`src/hw/rtl/ffa_pkg.sv`:
```
`default_nettype none
package ffa_pkg;
   localparam int NUM_UNITS_DEF = 128;
   localparam int LEN_W = 8;
   localparam int TAG_W = LEN_W + 1;
   localparam int POS_W = LEN_W + 1;
   localparam int DIV_W = 32;
   localparam int UNIT_W = 16;
   localparam int ADDR_W = 32;
   localparam int REQ_W = 24;
   localparam logic [UNIT_W-1:0] UNIT_BYTES_RST = 16'd200;

   typedef enum logic [1:0] {
      ST_OK        = 2'd0,
      ST_NO_SPACE  = 2'd1,
      ST_BAD_ADDR  = 2'd2
   } status_type;

   typedef enum logic {
      CMD_ALLOC = 1'b0,
      CMD_FREE  = 1'b1
   } cmd_type;

   typedef enum logic {
      CSR_UNIT_BYTES = 1'b0,
      CSR_POOL_BASE  = 1'b1
   } csr_type;
endpackage
`default_nettype wire

```
`src/hw/rtl/first_fit_unit_allocator.sv`:
```
// First-fit unit allocator. Pulse start with busy low to issue an allocate or
// a free. One result comes back on rsp_valid for a single cycle and cannot be
// stalled, so the receiver must take it then. After an item is accepted, busy
// stays high for the following phases:
//    - bit-serial division (byte count by unit size, or address offset by
//      unit size);
//    - a setup step;
//    - a read and a check for each run visited in the first-fit walk through
//      the tag memory (one read and one write port), plus a final read step
//      when an allocate runs off the end of the pool;
//    - two tag writes (exact fit) or four tag writes (split) and then the
//      multiply for an allocate; reads of the previous and next run and up
//      to two tag writes for a free;
//    - a finishing step.
// A free whose address is misaligned or out of range ends right after the
// setup step. The result is on the ports in the first cycle that busy is
// low. No clearing pass is needed after reset. Configuration writes are
// taken at any time but must only be issued while busy is low.
`default_nettype none
module first_fit_unit_allocator #(
   parameter int NUM_UNITS = ffa_pkg::NUM_UNITS_DEF
) (
   input  wire logic                        clock,
   input  wire logic                        reset,
   input  wire logic                        start,
   output logic                             busy,
   input  wire logic                        req_command,
   input  wire logic [ffa_pkg::REQ_W-1:0]   req_request_bytes,
   input  wire logic [ffa_pkg::ADDR_W-1:0]  req_free_address,
   output logic                             rsp_valid,
   output logic [1:0]                       rsp_status,
   output logic [ffa_pkg::ADDR_W-1:0]       rsp_granted_address,
   input  wire logic                        csr_valid,
   output logic                             csr_ready,
   input  wire logic                        csr_index,
   input  wire logic [31:0]                 csr_wdata
);
   localparam int IW = $clog2(NUM_UNITS);
   localparam int PW = ffa_pkg::POS_W;
   localparam int LW = ffa_pkg::LEN_W;
   localparam int TW = ffa_pkg::TAG_W;
   localparam int EW = PW + 2;
   localparam int DW = ffa_pkg::DIV_W;
   localparam int UW = ffa_pkg::UNIT_W;
   localparam int CW = $clog2(DW);
   localparam logic [PW-1:0] NP = PW'(NUM_UNITS);

   typedef enum logic [13:0] {
      S_IDLE   = 14'h0001,
      S_DIV    = 14'h0002,
      S_PREP   = 14'h0004,
      S_WRD    = 14'h0008,
      S_WCHK   = 14'h0010,
      S_PRD    = 14'h0020,
      S_PCHK   = 14'h0040,
      S_NRD    = 14'h0080,
      S_NCHK   = 14'h0100,
      S_WR0    = 14'h0200,
      S_WR1    = 14'h0400,
      S_WR2    = 14'h0800,
      S_WR3    = 14'h1000,
      S_MUL    = 14'h2000
   } state_type;

   state_type state_ff, state_in;
   logic fin_ff, fin_in;

   logic [UW-1:0] unit_ff;
   logic [ffa_pkg::ADDR_W-1:0] base_ff;
   logic [UW-1:0] ub;

   logic [TW-1:0] mem [NUM_UNITS];
   logic [NUM_UNITS-1:0] vld_ff;
   logic [TW-1:0] rd_data_ff, rd_rst_ff;
   logic rd_vld_ff;
   logic [TW-1:0] tag;
   logic [EW-1:0] rd_addr, wr_addr;
   logic wr_en;
   logic [TW-1:0] wr_tag;

   logic cmd_ff, cmd_in;
   logic [DW-1:0] quo_ff, quo_in;
   logic [UW-1:0] rem_ff, rem_in;
   logic [CW-1:0] cnt_ff, cnt_in;
   logic [PW-1:0] pos_ff, pos_in, idx_ff, idx_in, len_ff, len_in, need_ff, need_in;
   logic [PW-1:0] start_ff, start_in;
   logic [PW:0] total_ff, total_in;
   logic big_ff, big_in;
   logic [1:0] stat_ff, stat_in;
   logic [LW+UW-1:0] prod_ff, prod_in;
   logic rsp_valid_ff;
   logic [1:0] rsp_status_ff;
   logic [ffa_pkg::ADDR_W-1:0] rsp_addr_ff;

   logic [UW:0] trial;
   logic [UW:0] diffr;
   logic [ffa_pkg::REQ_W:0] need_full;
   logic [PW:0] pl_sum;
   logic [LW-1:0] tlen;
   logic [PW-1:0] rl;
   logic [EW-1:0] end_addr;

   assign ub = (unit_ff == '0) ? UW'(1) : unit_ff;
   assign busy = (state_ff != S_IDLE) || fin_ff;
   assign csr_ready = 1'b1;
   assign rsp_valid = rsp_valid_ff;
   assign rsp_status = rsp_status_ff;
   assign rsp_granted_address = rsp_addr_ff;
   assign tag = rd_vld_ff ? rd_data_ff : rd_rst_ff;
   assign tlen = tag[LW-1:0];

   always_ff @(posedge clock) begin
      if (reset) begin
         unit_ff <= ffa_pkg::UNIT_BYTES_RST;
         base_ff <= '0;
      end else if (csr_valid && csr_ready) begin
         unique case (ffa_pkg::csr_type'(csr_index))
            ffa_pkg::CSR_UNIT_BYTES: unit_ff <= csr_wdata[UW-1:0];
            ffa_pkg::CSR_POOL_BASE:  base_ff <= csr_wdata;
            default: ;
         endcase
      end
   end

   // tag memory; entries never written read as the reset layout
   always_ff @(posedge clock) begin
      if (wr_en) mem[wr_addr[IW-1:0]] <= wr_tag;
      rd_data_ff <= mem[rd_addr[IW-1:0]];
      rd_rst_ff <= (rd_addr == '0 || rd_addr == EW'(NUM_UNITS - 1)) ?
                   {1'b0, NP[LW-1:0]} : '0;
   end

   always_ff @(posedge clock) begin
      if (reset) begin
         vld_ff <= '0;
         rd_vld_ff <= 1'b0;
      end else begin
         if (wr_en) vld_ff[wr_addr[IW-1:0]] <= 1'b1;
         rd_vld_ff <= vld_ff[rd_addr[IW-1:0]];
      end
   end

   always_comb begin
      state_in = state_ff;
      fin_in = 1'b0;
      cmd_in = cmd_ff;
      quo_in = quo_ff;
      rem_in = rem_ff;
      cnt_in = cnt_ff;
      pos_in = pos_ff;
      idx_in = idx_ff;
      len_in = len_ff;
      need_in = need_ff;
      start_in = start_ff;
      total_in = total_ff;
      big_in = big_ff;
      stat_in = stat_ff;
      prod_in = prod_ff;
      rd_addr = EW'(pos_ff);
      wr_en = 1'b0;
      wr_addr = EW'(pos_ff);
      wr_tag = '0;
      trial = {rem_ff, quo_ff[DW-1]};
      diffr = trial - {1'b0, ub};
      need_full = '0;
      pl_sum = '0;
      rl = '0;
      end_addr = '0;

      unique case (state_ff)
         S_IDLE: begin
            if (start && !busy) begin
               cmd_in = req_command;
               quo_in = (req_command == ffa_pkg::CMD_FREE) ?
                        req_free_address - base_ff : DW'(req_request_bytes);
               rem_in = '0;
               cnt_in = '0;
               state_in = S_DIV;
            end
         end
         S_DIV: begin
            // one restoring-division bit per cycle
            if (!diffr[UW]) begin
               rem_in = diffr[UW-1:0];
               quo_in = {quo_ff[DW-2:0], 1'b1};
            end else begin
               rem_in = trial[UW-1:0];
               quo_in = {quo_ff[DW-2:0], 1'b0};
            end
            cnt_in = cnt_ff + CW'(1);
            if (cnt_ff == CW'(DW - 1)) state_in = S_PREP;
         end
         S_PREP: begin
            pos_in = '0;
            if (cmd_ff == ffa_pkg::CMD_ALLOC) begin
               need_full = quo_ff[ffa_pkg::REQ_W:0] +
                           (ffa_pkg::REQ_W+1)'(rem_ff != '0);
               if (need_full == '0) need_full = (ffa_pkg::REQ_W+1)'(1);
               big_in = (need_full[ffa_pkg::REQ_W:LW] != '0);
               need_in = PW'(need_full[LW-1:0]);
               state_in = S_WRD;
            end else if (rem_ff != '0 || quo_ff >= DW'(NUM_UNITS)) begin
               stat_in = ffa_pkg::ST_BAD_ADDR;
               fin_in = 1'b1;
               state_in = S_IDLE;
            end else begin
               idx_in = quo_ff[PW-1:0];
               state_in = S_WRD;
            end
         end
         S_WRD: begin
            rd_addr = EW'(pos_ff);
            if (pos_ff >= NP) begin
               stat_in = (cmd_ff == ffa_pkg::CMD_FREE) ?
                         ffa_pkg::ST_BAD_ADDR : ffa_pkg::ST_NO_SPACE;
               fin_in = 1'b1;
               state_in = S_IDLE;
            end else begin
               state_in = S_WCHK;
            end
         end
         S_WCHK: begin
            pl_sum = {1'b0, pos_ff} + (PW+1)'(tlen);
            rl = (tlen == '0 || pl_sum > (PW+1)'(NP)) ? '0 : PW'(tlen);
            state_in = S_WRD;
            pos_in = pl_sum[PW-1:0];
            if (cmd_ff == ffa_pkg::CMD_ALLOC) begin
               if (rl == '0) begin
                  stat_in = ffa_pkg::ST_NO_SPACE;
                  fin_in = 1'b1;
                  state_in = S_IDLE;
               end else if (!tag[LW] && !big_ff && rl >= need_ff) begin
                  pos_in = pos_ff;
                  len_in = rl;
                  state_in = S_WR0;
               end
            end else begin
               if (rl == '0 || pos_ff > idx_ff ||
                   (pos_ff == idx_ff && !tag[LW])) begin
                  stat_in = ffa_pkg::ST_BAD_ADDR;
                  fin_in = 1'b1;
                  state_in = S_IDLE;
               end else if (pos_ff == idx_ff) begin
                  len_in = rl;
                  start_in = idx_ff;
                  total_in = {1'b0, rl};
                  state_in = S_PRD;
               end
            end
         end
         S_PRD: begin
            rd_addr = EW'(idx_ff - PW'(1));
            state_in = S_PCHK;
         end
         S_PCHK: begin
            if (idx_ff != '0 && !tag[LW] && tlen != '0 && PW'(tlen) <= idx_ff) begin
               start_in = idx_ff - PW'(tlen);
               total_in = total_ff + (PW+1)'(tlen);
            end
            state_in = S_NRD;
         end
         S_NRD: begin
            rd_addr = EW'(idx_ff) + EW'(len_ff);
            state_in = S_NCHK;
         end
         S_NCHK: begin
            pl_sum = {1'b0, idx_ff} + {1'b0, len_ff};
            if (pl_sum < (PW+1)'(NP) && !tag[LW] && tlen != '0 &&
                pl_sum + (PW+1)'(tlen) <= (PW+1)'(NP))
               total_in = total_ff + (PW+1)'(tlen);
            state_in = S_WR0;
         end
         S_WR0: begin
            wr_en = 1'b1;
            if (cmd_ff == ffa_pkg::CMD_ALLOC) begin
               wr_addr = EW'(pos_ff);
               wr_tag = {1'b1, need_ff[LW-1:0]};
            end else begin
               wr_addr = EW'(start_ff);
               wr_tag = {1'b0, total_ff[LW-1:0]};
            end
            state_in = S_WR1;
         end
         S_WR1: begin
            if (cmd_ff == ffa_pkg::CMD_ALLOC) begin
               wr_en = 1'b1;
               wr_addr = EW'(pos_ff) + EW'(need_ff) - EW'(1);
               wr_tag = {1'b1, need_ff[LW-1:0]};
               state_in = (len_ff > need_ff) ? S_WR2 : S_MUL;
            end else begin
               end_addr = EW'(start_ff) + EW'(total_ff) - EW'(1);
               wr_addr = end_addr;
               wr_tag = {1'b0, total_ff[LW-1:0]};
               wr_en = (end_addr < EW'(NUM_UNITS));
               stat_in = ffa_pkg::ST_OK;
               fin_in = 1'b1;
               state_in = S_IDLE;
            end
         end
         S_WR2: begin
            wr_en = 1'b1;
            wr_addr = EW'(pos_ff) + EW'(need_ff);
            wr_tag = {1'b0, LW'(len_ff - need_ff)};
            state_in = S_WR3;
         end
         S_WR3: begin
            wr_en = 1'b1;
            wr_addr = EW'(pos_ff) + EW'(len_ff) - EW'(1);
            wr_tag = {1'b0, LW'(len_ff - need_ff)};
            state_in = S_MUL;
         end
         S_MUL: begin
            prod_in = (LW+UW)'(pos_ff[LW-1:0]) * (LW+UW)'(ub);
            stat_in = ffa_pkg::ST_OK;
            fin_in = 1'b1;
            state_in = S_IDLE;
         end
         default: state_in = S_IDLE;
      endcase
   end

   always_ff @(posedge clock) begin
      if (reset) begin
         state_ff <= S_IDLE;
         fin_ff <= 1'b0;
         rsp_valid_ff <= 1'b0;
      end else begin
         state_ff <= state_in;
         fin_ff <= fin_in;
         rsp_valid_ff <= fin_ff;
      end
   end

   always_ff @(posedge clock) begin
      cmd_ff <= cmd_in;
      quo_ff <= quo_in;
      rem_ff <= rem_in;
      cnt_ff <= cnt_in;
      pos_ff <= pos_in;
      idx_ff <= idx_in;
      len_ff <= len_in;
      need_ff <= need_in;
      start_ff <= start_in;
      total_ff <= total_in;
      big_ff <= big_in;
      stat_ff <= stat_in;
      prod_ff <= prod_in;
      if (fin_ff) begin
         rsp_status_ff <= stat_ff;
         rsp_addr_ff <= (cmd_ff == ffa_pkg::CMD_ALLOC && stat_ff == ffa_pkg::ST_OK) ?
                        base_ff + ffa_pkg::ADDR_W'(prod_ff) : '0;
      end
   end

   a_rsp_after_fin: assert property (@(posedge clock) disable iff (reset)
      rsp_valid_ff |-> $past(fin_ff)) else $error("result without finish");
   a_busy_after_start: assert property (@(posedge clock) disable iff (reset)
      (start && !busy) |=> busy) else $error("item accepted but not busy");
   a_addr_zero: assert property (@(posedge clock) disable iff (reset)
      (rsp_valid && rsp_status != ffa_pkg::ST_OK) |-> rsp_granted_address == '0)
      else $error("failed item reports an address");
   a_fin_pulse: assert property (@(posedge clock) disable iff (reset)
      fin_ff |=> !fin_ff) else $error("finish held two cycles");
endmodule
`default_nettype wire
```
`config.mk`:
```
export PLATFORM = sky130hd
export DESIGN_NAME = first_fit_unit_allocator
export DESIGN_NICKNAME = d
export VERILOG_FILES = /design/src/hw/rtl/ffa_pkg.sv /design/src/hw/rtl/first_fit_unit_allocator.sv
export SDC_FILE = /design/constraint.sdc
export NUM_CORES = 2
export LEC_CHECK = 0
export ABC_CLOCK_PERIOD_IN_PS = 10000
export BUFFER_PORTS_ARGS = -buffer_cell sky130_fd_sc_hd__buf_2
export CAP_MARGIN = 40
export CELL_PAD_IN_SITES_DETAIL_PLACEMENT = 0
export CELL_PAD_IN_SITES_GLOBAL_PLACEMENT = 1
export CORE_MARGIN = 3
export CORE_UTILIZATION = 51
export CTS_CLUSTER_DIAMETER = 100
export DETAILED_ROUTE_END_ITERATION = 10
export PLACE_DENSITY_LB_ADDON = 0.1
export REMOVE_ABC_BUFFERS = 1
export SYNTH_ARGS = -nofsm -noshare
export SYNTH_HDL_FRONTEND = slang
export SYNTH_SLANG_ARGS = --single-unit
export TNS_END_PERCENT = 10
```
`constraint.sdc`:
```
create_clock -name clock -period 10 [get_ports clock]
set_input_delay 2 -clock clock [delete_from_list [all_inputs] [get_ports clock]]
set_output_delay 2 -clock clock [all_outputs]
set_load 0.005 [all_outputs]
```
# == Yosys cells after proc, flatten, opt, wreduce, memory -nomap -nowiden ==
# Memory sizes are Yosys's and may differ from the RTL's. A register that Yosys moved wholly into a read port is not among the register bits.
# Index checks and enable logic that the tools add are counted.
# op_classes
addsub,19
multipliers,1
magnitude_cmp,13
eq_ne,35
muxes,80
n_bitwise,4
reduce_logical,52
# ops
cell,n
one-hot mux 14 bit (13 select lines),1
OR 128 bit,1
two-way mux 9 bit,14
two-way mux 25 bit,3
two-way mux 10 bit,7
two-way mux 14 bit,5
two-way mux 32 bit,2
one-hot mux 32 bit (2 select lines),1
one-hot mux 9 bit (2 select lines),3
two-way mux 16 bit,3
adder 32 x 24 -> 32 bit,1
greater-or-equal comparator 32 x 8 -> 1 bit (second input constant),1
one-hot mux 16 bit (2 select lines),1
subtractor 32 bit,1
one-hot mux 10 bit (3 select lines),1
one-hot mux 7 bit (4 select lines),1
inequality test 2 bit (second input constant),13
adder 25 x 1 -> 25 bit,1
logical NOT 25 bit,1
multiplier 8 x 16 -> 24 bit,1
one-hot mux 11 bit (2 select lines),1
adder 10 x 8 -> 10 bit,2
adder 9 x 9 -> 10 bit,2
nonzero test 17 bit,1
other kinds (77),136
# totals
ff_bits,370
ram_bits,1152
out_inout_bits,37
n_memories,1
# mem_list
memory,depth,width,rd,rd_ports_with_merged_regs,wr,line_no,source
mem,128,9,1,1,1,first_fit_unit_allocator.sv:72,logic [TW-1:0] mem [NUM_UNITS];

# == Longest topological paths before layout ==
# logic_depth
ltp_word,11
depth_mapped,27
mapped_depth_nobuf,26

# == Worst setup path before layout ==
# No wires, ideal clock.
# synth_path
kind,reg2reg
start,reg state_ff[5]
end,"mem mem[0][3] in the netlist's numbering, data pin"
t_arrival_ns,6.836
required_time_ns,8.760
setup_slack_ns,1.925
stages_incl_launch_ff,7
path_buffers,1
cell_sequence,dfxtp_1 -> clkbuf_1 -> nor3_2 -> nand4_1 -> nor3_1 -> nand2_1 -> o32ai_1
# synth_between
elab_chain_cells,3
elab_cells_between_ends,7
# synth_rtl
element,line_no,source
from (decl),first_fit_unit_allocator.sv:65,"state_type state_ff, state_in;"
from (signal assigned),first_fit_unit_allocator.sv:328,state_ff <= state_in;
== test 14 x 13 -> 1 bit (tied with other cells),first_fit_unit_allocator.sv:170,unique case (state_ff)
OR reduction 2 bit (no source line),n/a,
one-hot mux 9 bit (2 select lines) *,first_fit_unit_allocator.sv:170,
via wr_tag[3],first_fit_unit_allocator.sv:79,logic [TW-1:0] wr_tag;
to (decl),first_fit_unit_allocator.sv:72,
# Mark *: on every way through the listed nets, which the timed path passes. The rest lies on a longest branch.

# == Worst setup path in the final report ==
# layout_path
start,reg rd_vld_ff
end,reg pos_ff[0] (enable)
# layout_between
elab_chain_cells,9
elab_cells_between_ends,13
# layout_rtl
element,line_no,source
from (decl),first_fit_unit_allocator.sv:75,logic rd_vld_ff;
from (signal assigned),first_fit_unit_allocator.sv:139,rd_vld_ff <= vld_ff[rd_addr[IW-1:0]];
two-way mux 9 bit *,first_fit_unit_allocator.sv:109,assign tag = rd_vld_ff ? rd_data_ff : rd_rst_ff;
adder 9 x 8 -> 10 bit,first_fit_unit_allocator.sv:223,"pl_sum = {1'b0, pos_ff} + (PW+1)'(tlen);"
> comparator 10 x 8 -> 1 bit,first_fit_unit_allocator.sv:224,rl = (tlen == '0 || pl_sum > (PW+1)'(NP)) ? '0 : PW'(tlen);
logical OR 1 bit,first_fit_unit_allocator.sv:224,
two-way mux 8 bit,first_fit_unit_allocator.sv:224,
greater-or-equal comparator 8 bit,first_fit_unit_allocator.sv:232,end else if (!tag[LW] && !big_ff && rl >= need_ff) begin
logical AND 1 bit,first_fit_unit_allocator.sv:232,
inequality test 4 bit (no source line) *,n/a,
AND reduction 2 bit (no source line) *,n/a,
to (signal assigned),first_fit_unit_allocator.sv:339,pos_ff <= pos_in;
to (decl),first_fit_unit_allocator.sv:85,"logic [PW-1:0] pos_ff, pos_in, idx_ff, idx_in, len_ff, len_in, need_ff, need_in;"
# Every way passes the cells marked *; elsewhere a longest branch is shown, timed or not.
# A chain may end at the register's enable or synchronous reset.

==> reports/metrics.csv <==
metric;value;unit
status;completed;
Total Wirelength;216;mm
LEAKAGE;29.2;nW
max-slew violations;0;
CTS tree;built;
FP Rows;138;
Ports;131;
Die Y;384;um
area of the multi-input gates;0.0268;mm^2
GRT Resource Usage Total;28.9;%
number of clock buffers inserted by TritonCTS;165;
Hold EP;unit_ff[0];
routability-driven placement congestion ratio;0.942;
Layout area overhead;11.1;%
Hold Crit Class;reg -> reg;
Port-buffer cells;129;
Synth area leaders;edfxtp_1 54%, nand2_1 8.2%, dfxtp_1 5.6%;
WP data arrival;6.98;ns
post-route cell area;0.0812;mm^2
Hold Buf Count CTS;0;
clk sinks;1523;
reg2reg path depth;27;
peak supply drop;0.163;mV
Compound-Gate Fraction of Synth Area;10.1;%
DRT Pass-1 Iters;8;
xor/xnor share of the synthesized area;1.81;%
first-pass GRT wire length;322;mm
Starting Density;51.5;%
FF+latch count, synth;1523;
crit end category;flip-flop;
pwr/cell area;165;mW/mm^2
commonest non-fill, non-tap cell in the layout;nand2_1;
post-DR wirelength/cell;24.4;um
Mapped Area;0.0730;mm^2
Post-Synth Adder-Cell Area;6.31;%
Storage cell area;0.0437;mm^2
Synth area leader;edfxtp_1;
Crit Path Category;reg -> reg;
vias per inst;5.95;
largest net degree at the start of global routing;161;
Top FF cell, synth;edfxtp_1;
Layout Cells excl Fill;8848;
hpwl dp;137;mm
reg-to-reg critical path startpoint;rd_vld_ff;
final setup violation count;0;
post-synth top area share;54.3;%
Post-Synth Simple-Gate Area;17.5;%
CTS-repair resized insts;0;
Syn Area/Cell;10.8;um^2
Core ar.;0.142;mm^2
CTS root buffer;clkbuf_16;
grt ovf;0;
Worst-Skew Late Latency;0.81;ns
Netlist cell types;90;
unrepaired setup endpoints after global routing;no;
WHS Path Cells;2;
initial antenna violation count;3;
worst rel slew slack;35.1;%
RR Endpoint;pos_ff[0];
largest family of logic cells by synthesized area;simple AND/OR/NAND/NOR gates;
Ys Warns;0;
via count;52700;
H-tree depth;4;
postcts setup bufs;0;
CTS max path bufs;3;
vias in the first global route;50000;
most frequent cells in the layout;1,597 x nand2_1, 1,320 x edfxtp_1, 495 x nor2_1;
DP Area;0.0758;mm^2
period utilisation layout;65.4;%
Seq/Total Area, Yosys;59.8;%
DRC violations left;0;
Hold Crit Start;unit_ff[0];
synthesized instance count;6790;
post-layout minimum cycle time;6.54;ns
Max Freq;153;MHz
FILL cells;12100;
CP Launch Type;flip-flop;
Die X;384;um
worst-margin pin slew;0.948;ns
Worst-path clk slew;0.06;ns
ANT nets after route;0;
die area;0.148;mm^2
Cells after DPL;8538;
fraction of registers with async set or reset after synthesis;0;%
Final Skew;0.0448;ns
endpoints failing hold;0;
DRT iter0 DRCs;5481;
mux contribution to synthesized area;0.659;%
worst-path fanout max;16;
Post-synth EDFFs;1320;
share of cells above drive strength 1;7.92;%
WP data required;10.43;ns
layout net count;7217;
MaxCap Viol Count;0;
R2R setup slack;3.46;ns
[worst max-delay path by stage]
| stage | to | slack (ns) | start |
|---|---|---|---|
| finish | pos_ff[0] | 3.46 | rd_vld_ff |
| floorplan | rd_data_ff[7] | -13.47 | state_ff[13] |
| global route | pos_ff[7] | 3.12 | rd_vld_ff |
| global placement | prod_ff[23] | 3.70 | pos_ff[2] |
| detailed placement | pos_ff[3] | 3.62 | pos_ff[1] |
| CTS | pos_ff[2] | 3.60 | rd_vld_ff |
[cells by family (layout without fill, tap and decap cells)]
logic type,count (synthesis),after routing
AO/OA/AOI/OAI,1114,1114
XOR/XNOR,150,150
adder cells (fa/ha/maj),314,314
buffers and inverters,688,853
flip-flops,1523,1523
multiplexers,48,48
other,1,4
AND/OR/NAND/NOR,2952,2952
[state kept, by name, summed over array words and instances, names as in the netlist, 9 cells and up]
signal	count
mem	1152
vld_ff	128
base_ff	32
quo_ff	32
rsp_granted_address	32
prod_ff	24
rem_ff	16
unit_ff	16
state_ff	14
total_ff	10
idx_ff	9
pos_ff	9
rd_data_ff	9
start_ff	9
[metrics by stage]
| stage | hold WS (ns) | total power [mW] | setup slack [ns] | TNS (ns) | utilization, % |
|---|---|---|---|---|---|
| after floorplan | 0.429 | 7.34 | -13.47 | -145.95 | - |
| after global placement | 0.442 | 7.51 | 3.70 | 0 | 53.2 |
| after detailed placement | 0.448 | 7.51 | 3.62 | 0 | 53.4 |
| after CTS | 0.456 | 13.5 | 3.60 | 0 | 57.2 |
| after global routing | 0.485 | 13.8 | 3.12 | 0 | 57.2 |
| final | 0.453 | 13.4 | 3.46 | 0 | 57.2 |
[synthesized netlist by cell type (32+ instances only)]
library cell  instances
clkbuf_1            203
buf_1                43
nor2b_1              32
o21ai_0             152
and3_1              170
mux2i_1              47
xor2_1               45
fa_1                 93
nor3_1               69
edfxtp_1           1320
inv_1               287
nand2_1            1599
and2_1               44
ha_1                214
xnor2_1             104
a21oi_1             365
nand3_1             386
a21o_1               63
a31oi_1              74
dfxtp_1             203
nor2_1              499
a311oi_1            221
a211oi_1             38
buf_2               142
[where the power goes]
| group | internal, mW | switching [mW] | total [mW] |
|---|---|---|---|
| combinational | 0.181 | 0.284 | 0.465 |
| sequential | 6.87 | 0.0528 | 6.92 |
| clock | 3.38 | 2.61 | 5.99 |
| total | 10.4 | 2.95 | 13.4 |
[worst max-delay path: stages (launching register included)]
cell and delay, ns:
dfxtp_1 0.74, nand2_1 0.25, inv_2 0.25, xnor2_1 0.15, ha_1 0.23, a221o_1 0.17, a41oi_2 0.16, o31ai_2 0.24
a22o_1 0.16, a32oi_1 0.09, o21a_1 0.26, or4b_1 0.50, a22o_1 0.45, nor2b_1 0.22, inv_1 0.07, ha_1 0.26
nand2b_1 0.14, a21o_1 0.17, a21o_1 0.17, a21o_1 0.17, a21o_1 0.17, a21o_1 0.17, a21o_1 0.17, a21oi_1 0.14
nor4b_1 0.07, buf_4 0.20, nand2b_1 0.07, a21o_1 0.34
[metal layers]
| metal | global-route usage, % | vias up | wire length, um |
|---|---|---|---|
| li1 | - | 24300 | - |
| met1 | 41.6 | 26000 | 93800 |
| met2 | 45.9 | 2001 | 101000 |
| met3 | 4.13 | 313 | 15700 |
| met4 | 8.28 | 0 | 5760 |
| met5 | 0 | - | 0 |
[area by class of cell]
type                    instances  share of cell area [%]
well taps                    1890                    2.91
repair buffers                252                    2.29
multi-input cells            4579                    33.0
flip-flops and latches       1523                    53.8
clock inverters               101                    1.19
diodes                          3                 0.00925
inverters                     295                    1.37
clock buffers                 205                    5.40
Note: power is estimated with default switching activity, not from simulation.
